$ cat src/design/row_mean_and_sample_stddev_assert.svh
// assertion macros shared by the row statistics rtl
`ifndef ROW_MEAN_AND_SAMPLE_STDDEV_ASSERT_SVH
`define ROW_MEAN_AND_SAMPLE_STDDEV_ASSERT_SVH

// same-cycle implication, checked out of reset
`define RMSD_ASSERT_NOW(label, ante, cons, msg) \
   label: assert property (@(posedge clock) disable iff (reset) (ante) |-> (cons)) \
      else $error(msg);

// next-cycle implication, checked out of reset
`define RMSD_ASSERT_NEXT(label, ante, cons, msg) \
   label: assert property (@(posedge clock) disable iff (reset) (ante) |=> (cons)) \
      else $error(msg);

`endif

$ cat src/design/rmsd_pkg.sv
// shared constants, codes and types for the row statistics block
package rmsd_pkg;

   localparam int MAX_COLS = 1024;
   localparam int MAX_ROWS = 1024;

   localparam int SAMPLE_W = 16;
   localparam int ROW_W    = 10;
   localparam int COUNT_W  = 11;
   localparam int SUM_W    = 26;
   localparam int SUMSQ_W  = 42;
   localparam int STATUS_W = 2;

   // datapath of the shared unit, wide enough for n*sumsq and the variance
   localparam int UNIT_W = 54;
   localparam int ROOT_W = UNIT_W / 2;
   localparam int STEP_W = $clog2(UNIT_W);
   localparam int DEN_W  = 2 * COUNT_W;

   localparam logic [1:0] OP_DIV  = 2'd0;
   localparam logic [1:0] OP_MUL  = 2'd1;
   localparam logic [1:0] OP_SQRT = 2'd2;

   localparam logic [STATUS_W-1:0] STATUS_OK     = 2'd0;
   localparam logic [STATUS_W-1:0] STATUS_ABSENT = 2'd1;
   localparam logic [STATUS_W-1:0] STATUS_FEW    = 2'd2;

   typedef struct packed {
      logic       start;
      logic [1:0] op;
   } rmsd_cmd_type;

endpackage

$ cat src/design/rmsd_unit.sv
// iterative shift/add-subtract unit: restoring divide, shift-add multiply, digit root
module rmsd_unit (
   input  logic                       clock,
   input  logic                       reset,
   input  rmsd_pkg::rmsd_cmd_type     cmd,
   input  logic [rmsd_pkg::UNIT_W-1:0] opa,
   input  logic [rmsd_pkg::UNIT_W-1:0] opb,
   output logic                       busy,
   output logic                       done,
   output logic [rmsd_pkg::UNIT_W-1:0] result,
   output logic [rmsd_pkg::UNIT_W-1:0] remainder
);

   `include "row_mean_and_sample_stddev_assert.svh"

   localparam int W = rmsd_pkg::UNIT_W;

   logic                             busy_ff, busy_in;
   logic                             done_ff, done_in;
   logic [1:0]                       op_ff, op_in;
   logic [rmsd_pkg::STEP_W-1:0]      cnt_ff, cnt_in;
   logic [W-1:0]                     rem_ff, rem_in;
   logic [W-1:0]                     acc_ff, acc_in;
   logic [W-1:0]                     src_ff, src_in;
   logic [W-1:0]                     arg_ff, arg_in;

   logic [W:0]                       lhs;
   logic [W:0]                       rhs;
   logic                             sub;
   logic [W+1:0]                     sum_ext;
   logic                             neg;

   // the one adder, shared by every operation
   always_comb begin
      lhs = {1'b0, arg_ff};
      rhs = {1'b0, arg_ff};
      sub = 1'b1;
      unique case (op_ff)
         rmsd_pkg::OP_DIV: begin
            lhs = {rem_ff, src_ff[W-1]};
            rhs = {1'b0, arg_ff};
            sub = 1'b1;
         end
         rmsd_pkg::OP_SQRT: begin
            lhs = {rem_ff[W-2:0], src_ff[W-1:W-2]};
            rhs = {acc_ff[W-2:0], 2'b01};
            sub = 1'b1;
         end
         rmsd_pkg::OP_MUL: begin
            lhs = {acc_ff, 1'b0};
            rhs = src_ff[W-1] ? {1'b0, arg_ff} : '0;
            sub = 1'b0;
         end
         default: begin
            lhs = {1'b0, arg_ff};
            rhs = {1'b0, arg_ff};
            sub = 1'b1;
         end
      endcase
      sum_ext = {1'b0, lhs} + ({1'b0, rhs} ^ {(W+2){sub}}) + {{(W+1){1'b0}}, sub};
      neg     = sum_ext[W+1];
   end

   always_comb begin
      busy_in = busy_ff;
      done_in = 1'b0;
      op_in   = op_ff;
      cnt_in  = cnt_ff;
      rem_in  = rem_ff;
      acc_in  = acc_ff;
      src_in  = src_ff;
      arg_in  = arg_ff;
      if (cmd.start) begin
         busy_in = 1'b1;
         op_in   = cmd.op;
         rem_in  = '0;
         acc_in  = '0;
         src_in  = opa;
         arg_in  = opb;
         cnt_in  = (cmd.op == rmsd_pkg::OP_SQRT) ?
                   rmsd_pkg::STEP_W'(rmsd_pkg::ROOT_W - 1) :
                   rmsd_pkg::STEP_W'(W - 1);
      end else if (busy_ff) begin
         unique case (op_ff)
            rmsd_pkg::OP_DIV: begin
               rem_in = neg ? lhs[W-1:0] : sum_ext[W-1:0];
               acc_in = {acc_ff[W-2:0], ~neg};
               src_in = {src_ff[W-2:0], 1'b0};
            end
            rmsd_pkg::OP_SQRT: begin
               rem_in = neg ? lhs[W-1:0] : sum_ext[W-1:0];
               acc_in = {acc_ff[W-2:0], ~neg};
               src_in = {src_ff[W-3:0], 2'b00};
            end
            rmsd_pkg::OP_MUL: begin
               acc_in = sum_ext[W-1:0];
               src_in = {src_ff[W-2:0], 1'b0};
            end
            default: begin
               acc_in = acc_ff;
            end
         endcase
         if (cnt_ff == '0) begin
            busy_in = 1'b0;
            done_in = 1'b1;
         end else begin
            cnt_in = cnt_ff - 1'b1;
         end
      end
   end

   always_ff @(posedge clock) begin
      if (reset) begin
         busy_ff <= 1'b0;
         done_ff <= 1'b0;
         op_ff   <= rmsd_pkg::OP_DIV;
         cnt_ff  <= '0;
      end else begin
         busy_ff <= busy_in;
         done_ff <= done_in;
         op_ff   <= op_in;
         cnt_ff  <= cnt_in;
      end
      rem_ff <= rem_in;
      acc_ff <= acc_in;
      src_ff <= src_in;
      arg_ff <= arg_in;
   end

   assign busy      = busy_ff;
   assign done      = done_ff;
   assign result    = acc_ff;
   assign remainder = rem_ff;

   `RMSD_ASSERT_NOW(a_start_when_idle, cmd.start, !busy_ff, "unit started while busy")
   `RMSD_ASSERT_NEXT(a_done_after_busy, busy_ff && cnt_ff == '0 && !cmd.start, done_ff && !busy_ff,
      "unit did not finish on its last step")
   `RMSD_ASSERT_NOW(a_root_steps, busy_ff && op_ff == rmsd_pkg::OP_SQRT,
      cnt_ff < rmsd_pkg::STEP_W'(rmsd_pkg::ROOT_W), "root ran past its step count")

endmodule

$ cat src/design/row_mean_and_sample_stddev.sv
// Row mean and sample standard deviation over a matrix streamed in row-major order.
// While a matrix streams in, one element is taken every cycle and elements of the row in
// csr_selected_row go into a count, a sum and a sum of squares. The element flagged
// end_of_matrix closes the matrix: req_stall then stays high while one shared
// shift/add-subtract unit, one bit or one root digit per cycle, works out the rounded
// mean (54-step divide), n*sumsq, sum^2 and n*(n-1) (54-step multiplies), the rounded
// variance (54-step divide) and its rounded root (27 steps); an absent row skips the
// unit and a single element stops after the mean. The result sits in an output register,
// so elements of the next matrix are taken while it waits; only a further end_of_matrix
// is held back until the result is taken. status 1 means the row had no elements, 2 means
// only one (mean given, deviation 0). csr writes are always taken.
module row_mean_and_sample_stddev (
   input  logic                                clock,
   input  logic                                reset,
   input  logic                                req_valid,
   output logic                                req_stall,
   input  logic signed [rmsd_pkg::SAMPLE_W-1:0] req_sample,
   input  logic [rmsd_pkg::ROW_W-1:0]          req_row_number,
   input  logic                                req_end_of_matrix,
   output logic                                rsp_valid,
   input  logic                                rsp_stall,
   output logic signed [rmsd_pkg::SAMPLE_W-1:0] rsp_row_mean,
   output logic [rmsd_pkg::SAMPLE_W-1:0]       rsp_row_stddev,
   output logic [rmsd_pkg::STATUS_W-1:0]       rsp_status,
   output logic [rmsd_pkg::COUNT_W-1:0]        rsp_element_count,
   input  logic                                csr_valid,
   output logic                                csr_ready,
   input  logic [rmsd_pkg::ROW_W-1:0]          csr_selected_row
);

   `include "row_mean_and_sample_stddev_assert.svh"

   localparam int W = rmsd_pkg::UNIT_W;

   localparam logic [3:0] S_ACC    = 4'd0;
   localparam logic [3:0] S_CHK    = 4'd1;
   localparam logic [3:0] S_MEAN   = 4'd2;
   localparam logic [3:0] S_SQS    = 4'd3;
   localparam logic [3:0] S_MAG2   = 4'd4;
   localparam logic [3:0] S_DEN    = 4'd5;
   localparam logic [3:0] S_DIFF   = 4'd6;
   localparam logic [3:0] S_VSTART = 4'd7;
   localparam logic [3:0] S_VAR    = 4'd8;
   localparam logic [3:0] S_ROOT   = 4'd9;

   logic [3:0]                           state_ff, state_in;
   logic [rmsd_pkg::ROW_W-1:0]           sel_ff, sel_in;
   logic signed [rmsd_pkg::SUM_W-1:0]    sum_ff, sum_in;
   logic [rmsd_pkg::SUMSQ_W-1:0]         sumsq_ff, sumsq_in;
   logic [rmsd_pkg::COUNT_W-1:0]         count_ff, count_in;
   logic [W-1:0]                         a_ff, a_in;
   logic [W-1:0]                         b_ff, b_in;
   logic [rmsd_pkg::DEN_W-1:0]           den_ff, den_in;
   logic signed [rmsd_pkg::SAMPLE_W-1:0] mean_ff, mean_in;

   logic                                 rsp_valid_ff, rsp_valid_in;
   logic signed [rmsd_pkg::SAMPLE_W-1:0] rsp_mean_ff, rsp_mean_in;
   logic [rmsd_pkg::SAMPLE_W-1:0]        rsp_sd_ff, rsp_sd_in;
   logic [rmsd_pkg::STATUS_W-1:0]        rsp_status_ff, rsp_status_in;
   logic [rmsd_pkg::COUNT_W-1:0]         rsp_count_ff, rsp_count_in;

   logic                                 accept;
   logic                                 hit;
   logic signed [2*rmsd_pkg::SAMPLE_W-1:0] square;
   logic [rmsd_pkg::SUM_W-1:0]           mag;
   logic                                 finish;
   logic [rmsd_pkg::SAMPLE_W-1:0]        quot16;
   logic [rmsd_pkg::ROOT_W:0]            root_rnd;

   rmsd_pkg::rmsd_cmd_type               cmd;
   logic [W-1:0]                         opa;
   logic [W-1:0]                         opb;
   logic                                 unit_busy;
   logic                                 unit_done;
   logic [W-1:0]                         unit_result;
   logic [W-1:0]                         unit_rem;

   rmsd_unit u_unit (
      .clock     (clock),
      .reset     (reset),
      .cmd       (cmd),
      .opa       (opa),
      .opb       (opb),
      .busy      (unit_busy),
      .done      (unit_done),
      .result    (unit_result),
      .remainder (unit_rem)
   );

   // a closing item waits while the previous result is still held
   assign req_stall = (state_ff != S_ACC) || (rsp_valid_ff && req_end_of_matrix);
   assign accept    = req_valid && !req_stall;
   assign csr_ready = 1'b1;

   assign hit    = accept && (req_row_number == sel_ff) &&
                   (int'(req_row_number) < rmsd_pkg::MAX_ROWS) &&
                   (int'(count_ff) < rmsd_pkg::MAX_COLS);
   assign square = req_sample * req_sample;
   assign mag    = sum_ff[rmsd_pkg::SUM_W-1] ? rmsd_pkg::SUM_W'(-sum_ff) :
                   rmsd_pkg::SUM_W'(sum_ff);
   assign quot16 = unit_result[rmsd_pkg::SAMPLE_W-1:0];
   assign root_rnd = {1'b0, unit_result[rmsd_pkg::ROOT_W-1:0]} +
                     (rmsd_pkg::ROOT_W+1)'(unit_rem > unit_result);

   always_comb begin
      state_in      = state_ff;
      sel_in        = csr_valid ? csr_selected_row : sel_ff;
      sum_in        = sum_ff;
      sumsq_in      = sumsq_ff;
      count_in      = count_ff;
      a_in          = a_ff;
      b_in          = b_ff;
      den_in        = den_ff;
      mean_in       = mean_ff;
      rsp_valid_in  = rsp_valid_ff && rsp_stall;
      rsp_mean_in   = rsp_mean_ff;
      rsp_sd_in     = rsp_sd_ff;
      rsp_status_in = rsp_status_ff;
      rsp_count_in  = rsp_count_ff;
      finish        = 1'b0;
      cmd.start     = 1'b0;
      cmd.op        = rmsd_pkg::OP_DIV;
      opa           = '0;
      opb           = '0;

      if (hit) begin
         sum_in   = sum_ff + rmsd_pkg::SUM_W'(req_sample);
         sumsq_in = sumsq_ff + rmsd_pkg::SUMSQ_W'($unsigned(square));
         count_in = count_ff + 1'b1;
      end

      unique case (state_ff)
         S_ACC: begin
            if (accept && req_end_of_matrix) begin
               state_in = S_CHK;
            end
         end
         S_CHK: begin
            if (count_ff == '0) begin
               finish        = 1'b1;
               rsp_mean_in   = '0;
               rsp_sd_in     = '0;
               rsp_status_in = rmsd_pkg::STATUS_ABSENT;
            end else begin
               cmd.start = 1'b1;
               cmd.op    = rmsd_pkg::OP_DIV;
               opa       = W'(mag) + W'(count_ff >> 1);
               opb       = W'(count_ff);
               state_in  = S_MEAN;
            end
         end
         S_MEAN: begin
            if (unit_done) begin
               mean_in = sum_ff[rmsd_pkg::SUM_W-1] ? rmsd_pkg::SAMPLE_W'(-quot16) :
                         rmsd_pkg::SAMPLE_W'(quot16);
               if (count_ff < rmsd_pkg::COUNT_W'(2)) begin
                  finish        = 1'b1;
                  rsp_mean_in   = mean_in;
                  rsp_sd_in     = '0;
                  rsp_status_in = rmsd_pkg::STATUS_FEW;
               end else begin
                  cmd.start = 1'b1;
                  cmd.op    = rmsd_pkg::OP_MUL;
                  opa       = W'(count_ff);
                  opb       = W'(sumsq_ff);
                  state_in  = S_SQS;
               end
            end
         end
         S_SQS: begin
            if (unit_done) begin
               a_in      = unit_result;
               cmd.start = 1'b1;
               cmd.op    = rmsd_pkg::OP_MUL;
               opa       = W'(mag);
               opb       = W'(mag);
               state_in  = S_MAG2;
            end
         end
         S_MAG2: begin
            if (unit_done) begin
               b_in      = unit_result;
               cmd.start = 1'b1;
               cmd.op    = rmsd_pkg::OP_MUL;
               opa       = W'(count_ff);
               opb       = W'(count_ff - 1'b1);
               state_in  = S_DEN;
            end
         end
         S_DEN: begin
            if (unit_done) begin
               den_in   = unit_result[rmsd_pkg::DEN_W-1:0];
               state_in = S_DIFF;
            end
         end
         S_DIFF: begin
            // variance numerator, clamped at zero
            a_in     = (a_ff > b_ff) ? (a_ff - b_ff) : '0;
            state_in = S_VSTART;
         end
         S_VSTART: begin
            cmd.start = 1'b1;
            cmd.op    = rmsd_pkg::OP_DIV;
            opa       = a_ff + W'(den_ff >> 1);
            opb       = W'(den_ff);
            state_in  = S_VAR;
         end
         S_VAR: begin
            if (unit_done) begin
               cmd.start = 1'b1;
               cmd.op    = rmsd_pkg::OP_SQRT;
               opa       = unit_result;
               state_in  = S_ROOT;
            end
         end
         S_ROOT: begin
            if (unit_done) begin
               finish        = 1'b1;
               rsp_mean_in   = mean_ff;
               rsp_sd_in     = (root_rnd > (rmsd_pkg::ROOT_W+1)'(16'hFFFF)) ? 16'hFFFF :
                               root_rnd[rmsd_pkg::SAMPLE_W-1:0];
               rsp_status_in = rmsd_pkg::STATUS_OK;
            end
         end
         default: begin
            state_in = S_ACC;
         end
      endcase

      if (finish) begin
         rsp_valid_in = 1'b1;
         rsp_count_in = count_ff;
         sum_in       = '0;
         sumsq_in     = '0;
         count_in     = '0;
         state_in     = S_ACC;
      end
   end

   always_ff @(posedge clock) begin
      if (reset) begin
         state_ff     <= S_ACC;
         sel_ff       <= '0;
         sum_ff       <= '0;
         sumsq_ff     <= '0;
         count_ff     <= '0;
         rsp_valid_ff <= 1'b0;
      end else begin
         state_ff     <= state_in;
         sel_ff       <= sel_in;
         sum_ff       <= sum_in;
         sumsq_ff     <= sumsq_in;
         count_ff     <= count_in;
         rsp_valid_ff <= rsp_valid_in;
      end
      a_ff          <= a_in;
      b_ff          <= b_in;
      den_ff        <= den_in;
      mean_ff       <= mean_in;
      rsp_mean_ff   <= rsp_mean_in;
      rsp_sd_ff     <= rsp_sd_in;
      rsp_status_ff <= rsp_status_in;
      rsp_count_ff  <= rsp_count_in;
   end

   assign rsp_valid         = rsp_valid_ff;
   assign rsp_row_mean      = rsp_mean_ff;
   assign rsp_row_stddev    = rsp_sd_ff;
   assign rsp_status        = rsp_status_ff;
   assign rsp_element_count = rsp_count_ff;

   `RMSD_ASSERT_NOW(a_count_bound, 1'b1,
      int'(count_ff) <= rmsd_pkg::MAX_COLS, "element count above row limit")
   `RMSD_ASSERT_NOW(a_result_clears, $rose(rsp_valid_ff),
      count_ff == '0 && sum_ff == '0 && sumsq_ff == '0, "accumulators not cleared at result")
   `RMSD_ASSERT_NOW(a_ok_needs_two, $rose(rsp_valid_ff) && rsp_status_ff == rmsd_pkg::STATUS_OK,
      rsp_count_ff >= rmsd_pkg::COUNT_W'(2), "ok status with fewer than two elements")
   `RMSD_ASSERT_NOW(a_unit_in_compute, unit_busy,
      state_ff == S_MEAN || state_ff == S_SQS || state_ff == S_MAG2 ||
      state_ff == S_DEN || state_ff == S_VAR || state_ff == S_ROOT,
      "shared unit busy outside a compute step")

endmodule
$ cat config.mk
export PLATFORM = sky130hd
export DESIGN_NAME = row_mean_and_sample_stddev
export DESIGN_NICKNAME = d
export VERILOG_FILES = /design/src/design/rmsd_pkg.sv /design/src/design/rmsd_unit.sv /design/src/design/row_mean_and_sample_stddev.sv
export VERILOG_INCLUDE_DIRS = /design/src /design/src/design
export SDC_FILE = /design/constraint.sdc
export NUM_CORES = 2
export LEC_CHECK = 0
export BUFFER_PORTS_ARGS = -buffer_cell sky130_fd_sc_hd__buf_2
export CORE_MARGIN = 3
export CORE_UTILIZATION = 40
export CTS_CLUSTER_SIZE = 28
export DETAILED_ROUTE_END_ITERATION = 8
export GPL_TIMING_DRIVEN = 1
export MAX_ROUTING_LAYER = met4
export PLACE_DENSITY_LB_ADDON = 0.1
export SLEW_MARGIN = 30
export SYNTH_ARGS = -nofsm -noshare
export SYNTH_HDL_FRONTEND = slang
export SYNTH_HIERARCHICAL = 1
export SYNTH_SLANG_ARGS = --single-unit
$ cat constraint.sdc
create_clock -name clock -period 11.58 [get_ports clock]
set_clock_uncertainty 0.15 [all_clocks]
set_input_delay 0.579 -clock clock [delete_from_list [all_inputs] [get_ports clock]]
set_output_delay 0.579 -clock clock [all_outputs]
set_load 0.05 [all_outputs]
==> impl_metrics.py <==
metrics = {
    "hold_path": {
        "hp-class": "input pin to register",
        "whs_path_depth": 3,
        "min_to": "rsp_valid",
        "min-delay-start": "rsp_stall",
    },
    "critical_path": {
        "endpoint_kind": "register",
        "crit_path_max_incr_delay_ns": 0.53,
        "reg2reg_slack_ns": 4.24,
        "critPathLaunchType": "input pin",
        "reg2reg_depth": 19,
        "critPathArrivalTime_ns": 8.61,
        "crit-reg2reg-launch": "u_unit/op_ff[0]",
        "criticalPathCategory": "input pin to register",
        "critPathRequiredTime_ns": 11.89,
        "cp_slowest_cell": "fa_1",
        "critPathMaxFanout": 15,
        "r2r-end": "u_unit/remainder[21]",
        "critical_path.most_common_cell": "fa_1",
    },
    "drt": {
        "firstDrtPassIters": 7,
        "drc_errors": 0,
        "routed_wirelength_mm": 154.7,
        "drt-wirelength-per-cell_um": 22.33,
        "ant_nets": 0,
        "viasPerCell": 5.780,
        "vias": 40050,
        "drtIter0Drc": 3812,
    },
    "floorplanning": {
        "io_pins": 90,
        "core_area_um2": 116800,
        "start_util": 0.4058,
        "die_h_um": 350.3,
        "die-area_um2": 122700,
        "row_count": 125,
        "die_w_um": 350.3,
    },
    "finish": {
        "layout_commonest_cell": "inv_1",
        "instances_no_fill": 6930,
        "fin_nets": 5985,
        "final_cell_mix": "534 x inv_1, 528 x nand2_1, 397 x a21oi_1",
        "area_delta_synth_final_pct": 8.511,
        "drive_gt1_frac": 0.06569,
    },
    "timing": {
        "slew_viol_final": 0,
        "final.setup.tns_ns": 0,
        "setup_violations": 0,
        "hold_viol_final": 0,
        "maxSlewHeadroom": 0.3273,
        "post-route-period-util": 0.7165,
        "tightest_slew_ns": 1.006,
        "worst_slack_ns": 3.283,
        "rsz0062_at_grt": "no",
        "min_period_ns": 8.297,
        "fmax_ghz": 0.1205,
    },
    "placed_design": {
        "io_buffers": 88,
        "dp.cells": 6805,
        "dp_hpwl_mm": 116.4,
        "pre_cts_ws_ns": 2.611,
        "gp_congestion": 0.9235,
    },
    "global_routing": {
        "antenna_found_initial": 2,
        "grt_pass1_wl_mm": 239.3,
        "overflow": 0,
        "grt_util_all_layers": 0.2563,
        "grt_pass1_vias": 39090,
        "grt_max_degree": 74,
    },
    "clocking": {
        "ctsRootBufferMaster": "clkbuf_16",
        "clock_sinks": 511,
        "path_clk_slew_ns": 0.06,
        "cts_setup_buffers": 0,
        "h-tree-depth": 3,
        "cts_tree": "built",
        "cts_made_buffers": 67,
        "postCtsResizedCells": 0,
        "clock_latency_ns": 0.63,
        "cts_buffer_depth": 3,
        "holdBufCountCts": 0,
    },
    "power_and_ir_drop": {
        "swShare": 0.4635,
        "p_clk_frac": 0.159,
        "comb_power_share": 0.663,
        "power_density_nw_per_um2": 254.4,
        "ir_drop_v": 0.0003840,
        "switching_power_mw": 6.067,
        "leakagePower_nw": 21.69,
        "seqPwrFrac": 0.178,
        "p_int_mw": 7.022,
    },
    "logic_synthesis": {
        "yosysUniqueCellTypes": 111,
        "syn_inst": 5407,
        "synth_top_area_cell": "edfxtp_1",
        "yosysSeqAreaShare": 0.2789,
        "synth_edf_count": 299,
        "ys.flop_type": "edfxtp_1",
        "syn-mean-instance-area_um2": 8.768,
        "yosysTopAreaCellShare": 0.1894,
        "synth_area_um2": 47410,
        "ys_warn_count": 6,
        "synthArstFlopShare": 0,
        "ys_seq_elements": 511,
        "synth_nets": 6040,
        "synth.area.top_cells": "edfxtp_1 19%, fa_1 10%, ha_1 9.2%",
    },
    "status": {
        "status": "complete, no violations",
    },
    "job": {
        "maxCapViolCount": 0,
    },
}
worst max-delay path, delay by kind of cell:
family | cells | cell delay [ns]
fa+ha+maj | 8 | 3.59
compound gates | 9 | 1.78
xor+xnor | 2 | 0.25
simple gates | 8 | 1.49
buf+inv | 6 | 0.92
area by class of cell:
type                    instances  area (um2)
fillers                     11590       65390
clock inverters                38       322.8
diodes                          2       5.005
clock buffers                  83        1832
inverters                     540        2027
flip-flops and latches        511       13220
well taps                    1524        1907
multi-input cells            4072       31120
repair buffers                160        1005
power by group through the flow:
stage          clock (mW)  combinational, mW  sequential [mW]
2_1_floorplan           0               6.93             2.42
3_3_place_gp            0               8.69             2.36
3_5_place_dp            0               8.73             2.36
4_1_cts              2.13               8.77             2.32
5_1_grt              2.21               9.93             2.35
6_report             2.08               8.68             2.33
per-layer routing:
| layer | routed length [um] | GRT usage |
|---|---|---|
| met5 | 0 | - |
| met1 | 72880 | 0.3595 |
| met3 | 9382 | 0.02861 |
| met2 | 69680 | 0.3993 |
| met4 | 2800 | 0.05605 |
registers in the layout (all words and copies together) (netlist names):
register,flops
u_unit/arg_ff,54
u_unit/result,54
b_ff,54
mean_ff,16
u_unit/cnt_ff,6
rsp_row_stddev,16
rsp_element_count,11
sel_ff,10
u_unit/busy,1
sumsq_ff,42
den_ff,22
a_ff,54
u_unit/src_ff,54
sum_ff,26
state_ff,4
u_unit/done,1
rsp_row_mean,16
u_unit/remainder,54
rsp_valid,1
u_unit/op_ff,2
rsp_status,2
count_ff,11
cells in the mapped netlist (16+ instances only):
master / instances
nand3_1: 101
o31ai_1: 24
o21bai_1: 38
fa_1: 243
o21a_1: 37
nand2b_1: 43
a22oi_1: 51
dfxtp_1: 212
ha_1: 348
or3_1: 43
and2_1: 67
edfxtp_1: 299
xor2_1: 126
o21ai_0: 264
clkbuf_1: 217
buf_2: 32
and3_1: 51
inv_1: 536
a31oi_1: 38
a222oi_1: 63
xnor2_1: 246
a21oi_1: 399
a211o_1: 17
buf_1: 22
a22o_1: 75
a221oi_1: 26
mux2i_1: 138
or2_2: 16
nand4_1: 72
nor2_1: 358
a221o_1: 16
o21ai_1: 37
o211ai_1: 28
a211oi_1: 70
nor3_1: 71
nor4_1: 22
a21o_1: 146
nand2_1: 530
nor2b_1: 49
worst max path at each step:
stage | startpoint | end | slack, ns
final | req_sample[1] | sumsq_ff[40] | 3.28
after global routing | req_sample[1] | sumsq_ff[40] | 2.65
after CTS | req_sample[1] | sumsq_ff[40] | 3.25
after detailed placement | req_sample[1] | sumsq_ff[40] | 2.61
after global placement | req_sample[1] | sumsq_ff[40] | 2.69
after floorplan | req_sample[4] | sumsq_ff[40] | 3.50
logic make-up (layout without fill, tap and decap cells):
group                      count (synthesis)  after routing  synth area share
adders and majority gates                598            598            0.1960
DFF                                      511            511            0.2789
other                                      1              3        0.00007910
and+or+nand+nor                         1487           1487            0.1487
AOI/OAI and AO/OA                       1470           1470            0.2090
xor gates and xnor gates                 375            375           0.06999
muxes                                    141            141           0.02985
buffers and inverters                    824            821           0.06746
through the flow:
step                instance area, um2  total power, mW  hold slack (ns)  utilization
global route                     51440            14.48          0.03748       0.4403
detailed placement               49250            11.09           0.3261       0.4216
finish                           51440            13.09          0.04113       0.4403
floorplan                        47410            9.345           0.2814            -
CTS                              51410            13.22          0.01575       0.4400
global placement                 49230            11.05           0.3134       0.4214
Note: power is estimated with default switching activity, not from simulation.
